**config.mk**
```make
export PLATFORM = sky130hd
export DESIGN_NAME = midpoint_circle_point_emitter
export DESIGN_NICKNAME = d
export VERILOG_FILES = /design/src/hw/rtl/mcpe_pkg.sv /design/src/hw/rtl/mcpe_sequencer.sv /design/src/hw/rtl/midpoint_circle_point_emitter.sv
export SDC_FILE = /design/constraint.sdc
export NUM_CORES = 1
export LEC_CHECK = 0
export BUFFER_PORTS_ARGS = -buffer_cell sky130_fd_sc_hd__buf_4
export CAP_MARGIN = 30
export CORE_ASPECT_RATIO = 0.9
export CORE_MARGIN = 2
export CORE_UTILIZATION = 33
export DETAILED_ROUTE_END_ITERATION = 16
export GPL_TIMING_DRIVEN = 0
export HOLD_SLACK_MARGIN = 0.06
export PLACE_DENSITY = 0.61
export SYNTH_ARGS = -nofsm -noshare
export SYNTH_HDL_FRONTEND = slang
export SYNTH_SLANG_ARGS = --single-unit
```
**constraint.sdc**
```tcl
create_clock -name clk_i -period 5.8 [get_ports clk_i]
set_input_delay 0.58 -clock clk_i [delete_from_list [all_inputs] [get_ports clk_i]]
set_output_delay 0.58 -clock clk_i [all_outputs]
set_load 0.05 [all_outputs]
```
**src/hw/rtl/mcpe_pkg.sv**
```systemverilog
// ----------------------------------------------------------------------------
// mcpe_pkg: shared types and control store for the circle point emitter
// Holds the control word layout, the sequencer status bundle, the fixed
// field widths and the control program itself.
// ----------------------------------------------------------------------------
package mcpe_pkg;

  // Fixed field widths.
  localparam int unsigned CenterW = 11;
  localparam int unsigned RadiusW = 6;
  localparam int unsigned PointW  = 13;
  localparam int unsigned DecW    = 10;
  localparam int unsigned OctW    = 3;
  localparam int unsigned TimerW  = 3;

  // Walk constants.
  localparam logic signed [DecW-1:0] DecInit   = 10'sd3;
  localparam logic signed [DecW-1:0] DecIncIn  = 10'sd6;
  localparam logic signed [DecW-1:0] DecIncOut = 10'sd10;
  localparam logic [TimerW-1:0]      EmitSpacing = 3'd5;
  localparam logic [OctW-1:0]        OctLast     = 3'd7;

  // Program counter and step addresses.
  localparam int unsigned UpcW = 3;
  typedef logic [UpcW-1:0] upc_t;

  localparam upc_t UpcIdle     = 3'd0;
  localparam upc_t UpcWalk     = 3'd1;
  localparam upc_t UpcDispatch = 3'd2;
  localparam upc_t UpcEmit     = 3'd3;
  localparam upc_t UpcFinish   = 3'd4;

  // Datapath operation selected by the current control word.
  typedef enum logic [2:0] {
    OP_NONE,
    OP_LOAD,
    OP_WALK,
    OP_EMIT,
    OP_FINISH
  } op_e;

  // Jump condition selected by the current control word.
  typedef enum logic [2:0] {
    COND_NEVER,
    COND_IN_VALID,
    COND_WALK_STOP,
    COND_WALK_END,
    COND_GROUP_DONE,
    COND_OUT_FREE
  } cond_e;

  // One control word: operation, jump condition and target, and whether a
  // failed condition falls through to the next step or holds the current one.
  typedef struct packed {
    op_e   op;
    cond_e cond;
    upc_t  target;
    logic  adv;
  } ucode_t;

  // Datapath status that feeds the jump conditions.
  typedef struct packed {
    logic in_valid;
    logic walk_end;
    logic emit_due;
    logic group_done;
    logic out_free;
  } status_t;

  // Control program.
  function automatic ucode_t ucode_rom(upc_t addr);
    ucode_t w;
    case (addr)
      UpcIdle:     w = '{op: OP_LOAD,   cond: COND_IN_VALID,   target: UpcWalk,     adv: 1'b0};
      UpcWalk:     w = '{op: OP_WALK,   cond: COND_WALK_STOP,  target: UpcDispatch, adv: 1'b0};
      UpcDispatch: w = '{op: OP_NONE,   cond: COND_WALK_END,   target: UpcFinish,   adv: 1'b1};
      UpcEmit:     w = '{op: OP_EMIT,   cond: COND_GROUP_DONE, target: UpcWalk,     adv: 1'b0};
      UpcFinish:   w = '{op: OP_FINISH, cond: COND_OUT_FREE,   target: UpcIdle,     adv: 1'b0};
      default:     w = '{op: OP_NONE,   cond: COND_NEVER,      target: UpcIdle,     adv: 1'b0};
    endcase
    return w;
  endfunction

endpackage

```
**src/hw/rtl/mcpe_sequencer.sv**
```systemverilog
// ----------------------------------------------------------------------------
// mcpe_sequencer: step counter and control store
// Reads one control word per cycle, evaluates its jump condition against the
// datapath status and hands the selected operation to the datapath.
// ----------------------------------------------------------------------------
module mcpe_sequencer (
  input  logic             clk_i,
  input  logic             rst_ni,
  input  mcpe_pkg::status_t status_i,
  output mcpe_pkg::op_e     op_o
);
  import mcpe_pkg::*;

  upc_t   upc_q, upc_d;
  ucode_t word;
  logic   cond_hit;

  // Fetch the current control word.
  assign word = ucode_rom(upc_q);
  assign op_o = word.op;

  // Condition select.
  always_comb begin
    case (word.cond)
      COND_IN_VALID:   cond_hit = status_i.in_valid;
      COND_WALK_STOP:  cond_hit = status_i.walk_end | status_i.emit_due;
      COND_WALK_END:   cond_hit = status_i.walk_end;
      COND_GROUP_DONE: cond_hit = status_i.group_done;
      COND_OUT_FREE:   cond_hit = status_i.out_free;
      default:         cond_hit = 1'b0;
    endcase
  end

  // Next step: jump, fall through, or hold.
  always_comb begin
    if (cond_hit) begin
      upc_d = word.target;
    end else if (word.adv) begin
      upc_d = upc_q + upc_t'(1);
    end else begin
      upc_d = upc_q;
    end
  end

  always_ff @(posedge clk_i or negedge rst_ni) begin
    if (!rst_ni) begin
      upc_q <= UpcIdle;
    end else begin
      upc_q <= upc_d;
    end
  end

endmodule

```
**src/hw/rtl/midpoint_circle_point_emitter.sv**
```systemverilog
// ----------------------------------------------------------------------------
// midpoint_circle_point_emitter: midpoint circle walk with eightfold points
// Walks the midpoint circle decision for one centre and radius and sends the
// eight symmetric points of every fifth step, one point per output beat.
// ----------------------------------------------------------------------------
//
//  Channel   Handshake            Payload
//  --------  -------------------  -----------------------------------------
//  input     in_valid_i/in_ready_o  center_x_i, center_y_i, circle_radius_i
//  output    out_valid_o/out_ready_i point_x_o, point_y_o, octant_o,
//                                 point_valid_o, last_point_o
//
//  One circle is handled at a time. An item takes an accept step, one walk
//  step per decision update, and per group of eight points a stop step,
//  dispatch, a held point, seven points and a park step (the first group has
//  no held point), then stop, dispatch and finish steps to close; each is a
//  step of the single-issue control sequencer.
//  Reset clears the step counter, the walk state, the octant counter, the
//  held point flag and the output valid flag.
//  The sequencer holds on an emit or finish step while the output register
//  is full and not being taken.
//
module midpoint_circle_point_emitter #(
  parameter int unsigned RADIUS_MAX = 63,
  parameter int unsigned COORD_BITS = 11
) (
  input  logic                                clk_i,
  input  logic                                rst_ni,
  input  logic                                in_valid_i,
  output logic                                in_ready_o,
  input  logic [mcpe_pkg::CenterW-1:0]        center_x_i,
  input  logic [mcpe_pkg::CenterW-1:0]        center_y_i,
  input  logic [mcpe_pkg::RadiusW-1:0]        circle_radius_i,
  output logic                                out_valid_o,
  input  logic                                out_ready_i,
  output logic signed [mcpe_pkg::PointW-1:0]  point_x_o,
  output logic signed [mcpe_pkg::PointW-1:0]  point_y_o,
  output logic [mcpe_pkg::OctW-1:0]           octant_o,
  output logic                                point_valid_o,
  output logic                                last_point_o
);
  import mcpe_pkg::*;

  localparam logic [RadiusW-1:0] RadiusMaxC = RadiusW'(RADIUS_MAX);
  localparam logic [CenterW-1:0] CoordMask  =
    (COORD_BITS >= CenterW) ? {CenterW{1'b1}} : CenterW'((1 << COORD_BITS) - 1);

  // Walk state.
  logic [RadiusW-1:0]     x_q, y_q;
  logic signed [DecW-1:0] d_q;
  logic [TimerW-1:0]      timer_q;
  logic [OctW-1:0]        oct_q;
  logic [CenterW-1:0]     cx_q, cy_q;

  // Held eighth point of the latest group.
  logic                   pend_q;
  logic [PointW-1:0]      pend_x_q, pend_y_q;

  // Output register.
  logic                   ovalid_q;
  logic [PointW-1:0]      ox_q, oy_q;
  logic [OctW-1:0]        ooct_q;
  logic                   opvalid_q, olast_q;

  op_e     op;
  status_t status;
  logic    out_free, accept, walk_fire, store_pend, emit_out, finish_out;

  logic [RadiusW-1:0]     r_clamp, a_sel, b_sel;
  logic [PointW-1:0]      pt_x, pt_y;
  logic signed [DecW-1:0] d_inc;
  logic signed [RadiusW:0] xy_diff;

  mcpe_sequencer u_seq (
    .clk_i    (clk_i),
    .rst_ni   (rst_ni),
    .status_i (status),
    .op_o     (op)
  );

  // Status toward the sequencer.
  assign out_free = !ovalid_q || out_ready_i;
  always_comb begin
    status.in_valid   = in_valid_i;
    status.walk_end   = !(y_q > x_q);
    status.emit_due   = (timer_q == EmitSpacing);
    status.group_done = (oct_q == OctLast) && !pend_q;
    status.out_free   = out_free;
  end

  // Operation strobes.
  assign in_ready_o = (op == OP_LOAD);
  assign accept     = in_ready_o && in_valid_i;
  assign walk_fire  = (op == OP_WALK) && !(status.walk_end || status.emit_due);
  assign store_pend = (op == OP_EMIT) && status.group_done;
  assign emit_out   = (op == OP_EMIT) && out_free && (pend_q || (oct_q != OctLast));
  assign finish_out = (op == OP_FINISH) && out_free;

  assign r_clamp = (circle_radius_i > RadiusMaxC) ? RadiusMaxC : circle_radius_i;

  // Symmetric point for the current octant.
  always_comb begin
    a_sel = oct_q[0] ? y_q : x_q;
    b_sel = oct_q[0] ? x_q : y_q;
    pt_x  = oct_q[1] ? (PointW'(cx_q) - PointW'(a_sel)) : (PointW'(cx_q) + PointW'(a_sel));
    pt_y  = oct_q[2] ? (PointW'(cy_q) - PointW'(b_sel)) : (PointW'(cy_q) + PointW'(b_sel));
  end

  // Decision increment: 4x + 6 inside, 4(x - y) + 10 outside. The difference
  // is negative or zero, so it is sign extended before the shift.
  always_comb begin
    xy_diff = $signed({1'b0, x_q}) - $signed({1'b0, y_q});
    if (d_q < 0) begin
      d_inc = $signed(DecW'({x_q, 2'b00})) + DecIncIn;
    end else begin
      d_inc = $signed({{(DecW-RadiusW-3){xy_diff[RadiusW]}}, xy_diff, 2'b00})
              + DecIncOut;
    end
  end

  // Walk registers.
  always_ff @(posedge clk_i or negedge rst_ni) begin
    if (!rst_ni) begin
      x_q     <= '0;
      y_q     <= '0;
      d_q     <= '0;
      timer_q <= '0;
      cx_q    <= '0;
      cy_q    <= '0;
    end else if (accept) begin
      x_q     <= '0;
      y_q     <= r_clamp;
      d_q     <= DecInit - $signed(DecW'({r_clamp, 1'b0}));
      timer_q <= '0;
      cx_q    <= center_x_i & CoordMask;
      cy_q    <= center_y_i & CoordMask;
    end else if (walk_fire) begin
      x_q     <= x_q + RadiusW'(1);
      d_q     <= d_q + d_inc;
      timer_q <= timer_q + TimerW'(1);
      if (!(d_q < 0)) begin
        y_q <= y_q - RadiusW'(1);
      end
    end else if (store_pend) begin
      timer_q <= '0;
    end
  end

  // Octant counter and held point flag.
  always_ff @(posedge clk_i or negedge rst_ni) begin
    if (!rst_ni) begin
      oct_q  <= '0;
      pend_q <= 1'b0;
    end else begin
      if (accept) begin
        oct_q  <= '0;
        pend_q <= 1'b0;
      end else if (store_pend) begin
        oct_q  <= oct_q + OctW'(1);
        pend_q <= 1'b1;
      end else if (emit_out) begin
        if (pend_q) begin
          pend_q <= 1'b0;
        end else begin
          oct_q <= oct_q + OctW'(1);
        end
      end else if (finish_out) begin
        pend_q <= 1'b0;
      end
    end
  end

  // Held point payload.
  always_ff @(posedge clk_i) begin
    if (store_pend) begin
      pend_x_q <= pt_x;
      pend_y_q <= pt_y;
    end
  end

  // Output register valid.
  always_ff @(posedge clk_i or negedge rst_ni) begin
    if (!rst_ni) begin
      ovalid_q <= 1'b0;
    end else if (emit_out || finish_out) begin
      ovalid_q <= 1'b1;
    end else if (out_ready_i) begin
      ovalid_q <= 1'b0;
    end
  end

  // Output register payload. The held point goes out first; the finish step
  // releases it with the last mark, or sends the empty marker.
  always_ff @(posedge clk_i) begin
    if (emit_out) begin
      opvalid_q <= 1'b1;
      olast_q   <= 1'b0;
      if (pend_q) begin
        ox_q   <= pend_x_q;
        oy_q   <= pend_y_q;
        ooct_q <= OctLast;
      end else begin
        ox_q   <= pt_x;
        oy_q   <= pt_y;
        ooct_q <= oct_q;
      end
    end else if (finish_out) begin
      olast_q <= 1'b1;
      if (pend_q) begin
        opvalid_q <= 1'b1;
        ox_q      <= pend_x_q;
        oy_q      <= pend_y_q;
        ooct_q    <= OctLast;
      end else begin
        opvalid_q <= 1'b0;
        ox_q      <= '0;
        oy_q      <= '0;
        ooct_q    <= '0;
      end
    end
  end

  assign out_valid_o   = ovalid_q;
  assign point_x_o     = $signed(ox_q);
  assign point_y_o     = $signed(oy_q);
  assign octant_o      = ooct_q;
  assign point_valid_o = opvalid_q;
  assign last_point_o  = olast_q;

endmodule

```
### Yosys cells after proc, flatten, opt, wreduce, memory -nomap -nowiden

Cells that the tools add are included.

* add/subtract/negate cells: 14
* magnitude comparators: 3
* equality and inequality tests: 18
* multiplexer cells: 43
* bitwise operators: 1
* reduce and logical (&&, ||, !) cells: 25

Operators by type and width (number)
* $mux W13: 10
* $pmux W10 S5: 1
* $mux W6: 8
* $mux W3: 13
* $mux W10: 3
* $add A11 B6 Y12: 2
* $sub A11 B6 Y12: 2
* $eq A3 B2 Y1 const B: 6
* $eq A3 B3 Y1 const B: 6
* $add A10 B10 Y10: 1
* $add A9 B5 Y10 const B: 1
* $lt A10 B1 Y1 const B: 1
* $add A3 B1 Y3 const B: 3
* $add A8 B3 Y9 const B: 1
* $eq A3 B1 Y1 const B: 3
* $reduce_bool A2 Y1: 4
* $sub A2 B7 Y8 const A: 1
* $logic_and A1 B1 Y1: 7
* $mux W1: 7
* $sub A6 B6 Y7: 1
* $add A6 B1 Y6 const B: 1
* $gt A6 B6 Y1: 1
* $gt A6 B6 Y1 const B: 1
* $reduce_bool A3 Y1: 2
* other kinds (11): 18

* register bits: 112
* input bits: 32
* output and inout port bits: 33
* logic and storage cells: 121

### Depth between registers and ports, before layout

Gate-level depths: netlist of the first run.

* depth after elaboration: 8
* gate-level depth with buffers: 16
* mapped depth without buffers: 16

### Cells and area by module

A second synthesis of the first run with hierarchy kept.

* cell total of the unflattened synthesis: 724
* area, all modules: 7051.8 sq um

By module, submodules not included
* midpoint_circle_point_emitter: times used 1, cells each 674, area an instance 6598.8 sq um, sequential area each 2967.8 sq um
* mcpe_sequencer: times used 1, cells each 50, area an instance 452.9 sq um, sequential area each 75.1 sq um

### Least setup slack after synthesis of the first run

No wires, ideal clock.

* path type: reg-to-reg
* start point: register x_q[0]
* end point: register d_q[9]
* setup time: 143 ps
* data arrival time: 3046 ps
* required time: 5657 ps
* setup slack: 2611 ps
* stages on the path, launching flop included: 17
* buffers on the path: 0
* clock period less this slack: 3189 ps
* cell sequence: dfrtp_1 inv_1 ha_1 inv_1 fa_1 a21o_1 a21oi_1 xnor2_1 and3_1 xnor2_1 mux2i_1 ha_1 or2_2 a21oi_1 a21oi_1 xnor2_1 o221ai_1

* cells in the longest elaborated chain, start to end: 6
* elaborated cells on any way between the ends: 13
* classes of those cells: add/sub (4); order compare (1); mux (3); reduce/logical (5)

RTL lines
* start: declaration: RTL line midpoint_circle_point_emitter.sv:49 `logic [RadiusW-1:0] x_q, y_q;`
* start signal: assignment: RTL line midpoint_circle_point_emitter.sv:138 `x_q <= x_q + RadiusW'(1);`
* $sub A6 B6 Y7 or $gt A6 B6 Y1 (tied branches): RTL line midpoint_circle_point_emitter.sv:112, midpoint_circle_point_emitter.sv:85
* $add A9 B5 Y10 or $logic_not A1 Y1 (tied branches): RTL line midpoint_circle_point_emitter.sv:117, midpoint_circle_point_emitter.sv:85
* $mux W10 or $logic_or A1 B1 Y1 (tied branches): RTL line midpoint_circle_point_emitter.sv:113, midpoint_circle_point_emitter.sv:94
* $add A10 B10 Y10 or $logic_not A1 Y1 (tied branches): RTL line midpoint_circle_point_emitter.sv:139, midpoint_circle_point_emitter.sv:94
* $mux W10 or $logic_and A1 B1 Y1 (tied branches): RTL line midpoint_circle_point_emitter.sv:137, midpoint_circle_point_emitter.sv:94
* $mux W10 or $reduce_bool A2 Y1 (tied branches)
* end signal: assignment: RTL line midpoint_circle_point_emitter.sv:133 `d_q <= DecInit - $signed(DecW'({r_clamp, 1'b0}));`
* end signal: assignment: RTL line midpoint_circle_point_emitter.sv:139 `d_q <= d_q + d_inc;`
* end: declaration: RTL line midpoint_circle_point_emitter.sv:50 `logic signed [DecW-1:0] d_q;`

Parallel ways exist; a longest one is shown, timed or not. The select of a mux whose other input is x is not followed.
A chain may end at the register's enable or synchronous reset.

### Worst setup path in the final report of the first run

Ends and elaborated chain as after synthesis.

==> results summary, run 1 <==
The number of buffers on the longest clock path is 2. The hold buffer count at cts is 0. The number of synthesized register bits came out at roughly 110.

For the worst flop-to-flop path, the logic depth is 16. The number of nets produced by synthesis came out at 801. The tightest min-delay check is of the input port to async pin type.

The number of pins exceeding their max-slew limit in the final report came out at 0. The endpoint of the worst-slack reg-to-reg timing path is d_q[9]. In the routed design, unresolved DRC markers number 0. After the flow finishes, the layout carries non-filler instances totaling ~1100.

The max-cap violation count is 0. For this design the static power due to leakage is 3.54 nW. The detailed placement HPWL came out at 12700 um. The critical path starts at x_q[0]. Subtracting the final worst setup slack from the clock period gives 3.57 ns. At the worst endpoint, the arrival time is 3.80 ns. The net switching power figure is approximately 2.6 mW. The netlist area before placement is approximately 0.007 mm^2. The worst setup path is captured at a flop. The cell area after layout came out at 0.00820 mm^2. The startpoint identified for the worst register-to-register timing path is x_q[0].

The TritonCTS clock tree is built. The share of flip-flops with an asynchronous set or reset is 0.486. The area of the die is 0.0224 mm^2.

The portion of total power attributed to sequential cells came out at 0.256. The layout cell share with drive strength beyond 1 came out at 0.145. In this run the cell area measured after placement is 0.00790 mm^2. The clock buffer count from CTS came out at 9.

The synthesized area per cell is 9.83 um^2. For the worst setup path, the data required time is 6.02 ns. The first-pass detailed-route iteration total came out at 4. Counting buffers and inverters, the worst setup path is 16 cells deep. The number of nets in the layout came out at 879. The element type at the critical path start is a flop. The cell type of the slowest stage on the worst timing path is dfrtp_1.

The critical path ends at d_q[9]. The clock power share is 0.117. The instance count after placement with tap cells included is between 1000 and 1500. The clock slew at the register clock pins of the worst setup and hold paths is about 0.080 ns.

The maximum clock frequency came out at 280 MHz. Of the total power, the share spent switching nets is 0.482. Using the TritonRoute via totals, the vias-per-cell ratio works out to about 4.9. The number of global-route vias before repair is just over 5000. The area added between synthesis and finish is 17.3%. Dividing the detail-routed wire length by the instance count gives 15.5 um.

Across the VDD grid, the largest voltage drop is 0.261 mV. The ratio of final minimum period to clock period is 0.616. The worst clock skew on the final layout is 0.00978 ns.

The worst setup path is of the flop to flop kind. The count of distinct cell types in the synthesized netlist came out at 66. The number of top-level pins is 65. The number of antenna violations at the first check in global routing is 0. The final standard cell utilization of the core is 0.394.

The final hold violation count came out at 0. Entering global routing, the biggest net connects 55 pins. The width of the chip came out at 157 um. The final layout contains routed wiring with a total length of 16800 um. The post-synthesis sequential area ratio came out at 0.435.

The floorplan row count is 50. During synthesis, Yosys emitted a total of 0 warnings. In the global route stage, overall resource usage came out at 0.156. The number of setup buffers added after CTS is 0.

The area of the placeable core came out at about 0.021 mm^2. The number of antenna-violating nets in the routed design is 0. Walking the worst path, the cells encountered are inv_1 -> ha_1 -> inv_1 -> fa_1 -> a21o_1 -> a21oi_1 -> xnor2_1 -> and3_1 -> xnor2_1 -> mux2i_1 -> ha_1 -> or2_2 -> a21oi_1 -> a21oi_1 -> xnor2_1 -> o221ai_1. The internal portion of the total power is ~2.8 mW. The run finished with clean final reports. The number of resized instances in the post-cts repair step came out at 0. The combinational share of power came out at 0.628. The initial core utilization came out at 0.336.

The flip-flop cell with the highest count after synthesis is edfxtp_1. The delay of the slowest cell on the worst path is about 0.46 ns. Routability-driven placement finished with a final weighted congestion of 0.859.

In this run the tool buffered the top-level ports with 64 buffer cells. The clock latency at the later pin of the worst-skew pair is between 0.3 and 0.4 ns. For flop-to-flop paths, the worst setup slack is 2.23 ns. The normalized max-slew margin came out at 0.483. The count of antenna diodes in the layout came out at 0.

The wire length of the first global-routing pass came out at 27100 um. The final setup violation count came out at 0. The number of DRC violations after detailed-routing iteration 0 came out at 250. The sum of internal, switching and leakage power is 5.47 mW. The number of sinks on the clock net is 111. Yosys mapped a number of flops with a built-in enable equal to between 50 and 60. The routed layout has 5311 vias. The gate count after technology mapping is 712. The combined buffer and inverter count along the critical path is 2. For the pin with the worst max-slew slack, the measured transition is 0.776 ns. The library cell used as clock root buffer is clkbuf_16. The highest net fanout along the worst path is 7. Setup repair after global routing left no endpoint under its margin.

The total global routing overflow came out at 0. The vertical die dimension is 142 um. On the critical path the largest part of the delay comes from adder cells.

In this run the power density over the cells is 667 mW/mm^2. The final total negative setup slack came out at 0 ns. The H-tree depth came out at 3.
[final cells by class]
type	instances	area, um^2
Clock inverter	7	83.8
Fill cell	2069	12600
Multi-Input combinational cell	512	3590
Sequential cell	111	3040
Inverter	52	195
Buffer	37	171
Timing Repair Buffer	67	541
Clock buffer	9	225
Tap cell	286	358
[metrics by stage]
| stage | hold WS [ns] | setup WS, ns |
|---|---|---|
| after floorplan | 0.284 | 2.61 |
| after detailed placement | 0.446 | 2.25 |
| after CTS | 0.332 | 2.24 |
| after global routing | 0.358 | 1.97 |
| final | 0.291 | 2.23 |
| after global placement | 0.437 | 2.22 |
[per-layer routing]
metal	vias up	global-route usage	routed length, um
met5	-	0	0
met4	0	0.0378	163
met3	11	0.0305	777
met2	108	0.239	7580
met1	2524	0.225	8230
li1	2668	-	-
[power by group through the flow]
stage / sequential [mW] / clock [mW] / combinational (mW)
global placement: 1.41 / 0 / 3.35
global route: 1.44 / 0.689 / 3.83
floorplan: 1.75 / 0 / 2.26
detailed placement: 1.42 / 0 / 3.44
CTS: 1.40 / 0.655 / 3.46
finish: 1.40 / 0.638 / 3.44
[state kept, by name, summed over array words and instances (netlist names), 3 cells and up]
| name | cells |
|---|---|
| d_q | 9 |
| cx_q | 11 |
| cy_q | 11 |
| x_q | 6 |
| point_x_o | 13 |
| point_y_o | 13 |
| octant_o | 3 |
| u_seq.upc_q | 3 |
| y_q | 6 |
| oct_q | 3 |
| timer_q | 3 |
| pend_y_q | 13 |
| pend_x_q | 13 |
[logic make-up (layout without fill, tap and decap cells)]
family                     after synthesis  count (layout)  synth area share
DFF                                    111             111             0.435
adders and majority gates               57              57             0.108
AOI/OAI and AO/OA                      175             175             0.171
muxes                                   18              18            0.0258
buffers and inverters                   89             172            0.0524
xor gates and xnor gates                44              44            0.0551
and+or+nand+nor                        218             218             0.152
[synth_stat cells, types with 7 or more instances]
cell	count	area [um^2]
a21oi_1	38	190
a22o_1	24	210
clkbuf_1	23	86.3
dfrtp_1	54	1350
nor2_1	42	158
buf_2	8	40.0
a21o_1	9	67.6
o21ai_1	17	85.1
nand2b_1	7	43.8
inv_1	51	191
nand2_1	103	387
ha_1	51	638
o21ai_0	28	140
nand3_1	12	60.1
o21a_1	11	82.6
nor3_1	8	40.0
xor2_1	14	123
nor2b_1	8	50.1
edfxtp_1	55	1650
xnor2_1	30	263
mux2i_1	18	180
or3_1	7	43.8
[worst min-delay path by stage]
stage | end | slack, ns | cells past startpoint
floorplan | cx_q[0] | 0.28 | 0
global placement | last_point_o | 0.44 | 2
detailed placement | last_point_o | 0.45 | 2
CTS | d_q[1] | 0.33 | 1
global route | d_q[1] | 0.36 | 1
finish | d_q[4] | 0.29 | 1
[cells in the final DEF (no fill, tap or decap), types with 4 or more instances in the layout]
cell and instances:
ha_1 51, o21ai_1 17, nand4_1 4, buf_2 9
a21o_1 9, fa_1 6, dfrtp_1 54, clkbuf_16 9
or3_1 7, clkbuf_1 23, o21ai_0 28, edfxtp_1 55
a21oi_1 38, nor3b_1 4, inv_1 51, nand2_1 103
xor2_1 14, a22o_1 24, o22ai_1 6, o211ai_1 6
o21a_1 11, mux2i_1 18, xnor2_1 30, nor2_1 42
nor3_1 8, o21bai_1 6, nand2b_1 7, o221ai_1 4
nor2b_1 8, and3_1 4, nand3_1 12, buf_4 66
Power figures use the tool's default switching activity.
==> run 2, diff against run 1 <==
==> constraint.sdc (replaced) <==
create_clock -name clk_i -period 3.3 [get_ports clk_i]
set_input_delay 0.33 -clock clk_i [delete_from_list [all_inputs] [get_ports clk_i]]
set_output_delay 0.33 -clock clk_i [all_outputs]
set_load 0.05 [all_outputs]
==> results summary, run 2 (synthesized netlist as in run 1, its figures left out) <==
The area of the placeable core came out at 0.0208 mm^2 (unchanged). The clock buffer count from CTS is 9 (unchanged). The number of buffers on the longest clock path is 2 (unchanged). The floorplan row count came out at 50 (unchanged). The worst hold margin came out at 0.0404 ns (was 0.291 ns).

The highest net fanout along the worst path is 3 (was 7). The final standard cell utilization of the core came out at 0.401 (was 0.394). The number of nets in the layout came out at 887 (was 879). The final hold violation count is 0 (unchanged). The cell area after layout came out at 0.00835 mm^2 (was 0.00820 mm^2).

The routability congestion estimate is 0.859 (unchanged). The max-cap violation count is 0 (unchanged). The placed cell area is 0.00790 mm^2 (unchanged). The vertical die dimension came out at 142 um (unchanged).

The most common cell after layout, fill and taps aside is nand2_1 (unchanged). The element type at the critical path start is a flop (unchanged). RSZ-0062 raised after global routing: true (was false). The number of sinks on the clock net is 111 (unchanged).

The minimum clock period after layout was 3.35 ns (was 3.57 ns). The worst clock skew on the final layout came out at 0.00871 ns (was 0.00978 ns). The final setup violation count was 2 (was 0). The initial core utilization was 0.336 (unchanged). The total global routing overflow is 0 (unchanged). The library cell used as clock root buffer is clkbuf_16 (unchanged). The hold buffer count at cts is 0 (unchanged).

The ratio of final minimum period to clock period came out at 1.02 (was 0.616). The all-layer global routing usage is 0.156 (about the same). The count of buffers inserted at the top-level ports was 64 (unchanged). The TritonCTS clock tree was built (unchanged).

The transition time at the pin with the least slew margin came out at 0.768 ns (was 0.776 ns). The category of the most critical setup path is flop to flop (unchanged). The total detailed-routing wirelength came out at 17000 um (was 16800 um). The wire length of the first global-routing pass came out at 27200 um (was 27100 um). The final reports fail on negative setup slack. The number of antenna-violating nets in the routed design came to 0 (unchanged). The number of global-route vias before repair came out at 5121 (was 5086).

The first-pass detailed-route iteration total was 4 (unchanged). The critical path data required time is 3.52 ns (was 6.02 ns). The width of the chip is 157 um (unchanged). The H-tree depth came out at 3 (unchanged). The number of top-level pins is 65 (unchanged). The maximum clock frequency was 298 MHz (was 280 MHz).

Commonest cells after routing, fill and taps aside: nand2_1 (103), buf_4 (75), edfxtp_1 (55) (was nand2_1 (103), buf_4 (66), edfxtp_1 (55)). The post-route non-filler standard cell count came out at 1089 (was 1081). The number of DRC violations after detailed-routing iteration 0 is 274 (was 250). The category of the worst setup path capture point is a flop (unchanged).

The area added between synthesis and finish is 19.3% (was 17.3%). The number of vias in the routed layout is 5366 (was 5311). The count of antenna diodes in the layout is 0 (unchanged).

The endpoint arrival time on the critical path is 3.58 ns (was 3.80 ns). The layout cell share with drive strength beyond 1 is 0.177 (was 0.145). The area of the die is 0.0224 mm^2 (unchanged). The clock slew at the register clock pins of the worst setup and hold paths is 0.08 ns (about the same).

The vias per cell came out at 4.93 (was 4.91). Counting stages on the worst path, the most repeated cell is a21oi_2. The delay of the slowest cell on the worst path came out at 0.42 ns (was 0.46 ns). The post-layout worst setup margin is -0.0547 ns (was 2.23 ns).

The number of antenna violations at the first check in global routing is 0 (unchanged). The type of the most critical hold path is input port to async pin (unchanged). The clock latency at the later pin of the worst-skew pair is 0.37 ns (about the same). Run status: complete, but fails checks (was finished, final reports clean). The cell type of the slowest stage on the worst timing path is dfrtp_2 (was dfrtp_1). The routed length per instance was 15.6 um (was 15.5 um). The number of pins exceeding their max-slew limit in the final report came out at 0 (unchanged). The detailed placement HPWL is 12700 um (unchanged). The number of remaining DRC errors is 0 (unchanged). The instance count after placement with tap cells included is 1065 (unchanged).

The normalized max-slew margin is 0.488 (was 0.483). The largest net degree at the start of global routing came out at 55 (unchanged). Critical path cell sequence: inv_2 -> ha_4 -> inv_2 -> fa_2 -> a21o_1 -> a21oi_2 -> xnor2_2 -> and3_4 -> xnor2_2 -> mux2i_1 -> ha_2 -> or2_4 -> a21oi_2 -> a21oi_2 -> xnor2_1 -> o221ai_1 (was inv_1 -> ha_1 -> inv_1 -> fa_1 -> a21o_1 -> a21oi_1 -> xnor2_1 -> and3_1 -> xnor2_1 -> mux2i_1 -> ha_1 -> or2_2 -> a21oi_1 -> a21oi_1 -> xnor2_1 -> o221ai_1).
[run 2: metrics by stage]
| stage | setup TNS, ns | setup slack, ns |
|---|---|---|
| floorplan | 0 | 0.111 |
| finish | -0.0732 | -0.0547 |
| global route | -0.370 | -0.188 |
| CTS | 0 | 0.00594 |
| global placement | -9.36 | -0.277 |
| detailed placement | -1.09 | -0.251 |
[run 2: cell type report]
cell class	count	area, um^2
inverter	52	195
multi-input combinational	512	3660
clock inverter	7	83.8
sequential	111	3040
buffer	37	176
clock buffer	9	225
fill	2065	12500
tap	286	358
timing repair buffer	75	601
[run 2: repair_timing]
action,4_1_cts,5_1_grt
gates resized for setup,8,17
setup buffers,4,4
pin swaps,3,11
endpoints found under the setup margin,9,36
[run 2: metal layers]
metal	track usage	part of all wire
met5	0	0
met2	0.242	0.46
met3	0.0305	0.048
met4	0.0378	0.0096
met1	0.225	0.48
[run 2: worst max-delay path: cells and delay by family, from the launching register on]
kind	cells	cell delay (ns)
simple gates	2	0.51
buf+inv	2	0.12
fa+ha+maj	3	0.83
mux	1	0.18
xor+xnor	3	0.42
flops	1	0.42
compound gates	5	0.75
[run 2: final timing paths]
check	startpoint	end	slack, ns	cells after the start
worst max-delay path	x_q[0]	d_q[9]	-0.05	16
worst min-delay path	rst_ni	d_q[2]	0.04	1
worst max register to register	x_q[0]	d_q[9]	-0.05	16
worst min register to register	last_point_o	last_point_o	0.45	2
max in group asynchronous	rst_ni	x_q[0]	2.73	1
min in group clk_i	center_y_i[7]	cy_q[7]	0.15	3
Power of run 2 is not shown: default switching activity piles up to over one toggle a cycle in this logic, so the estimate is an artifact.
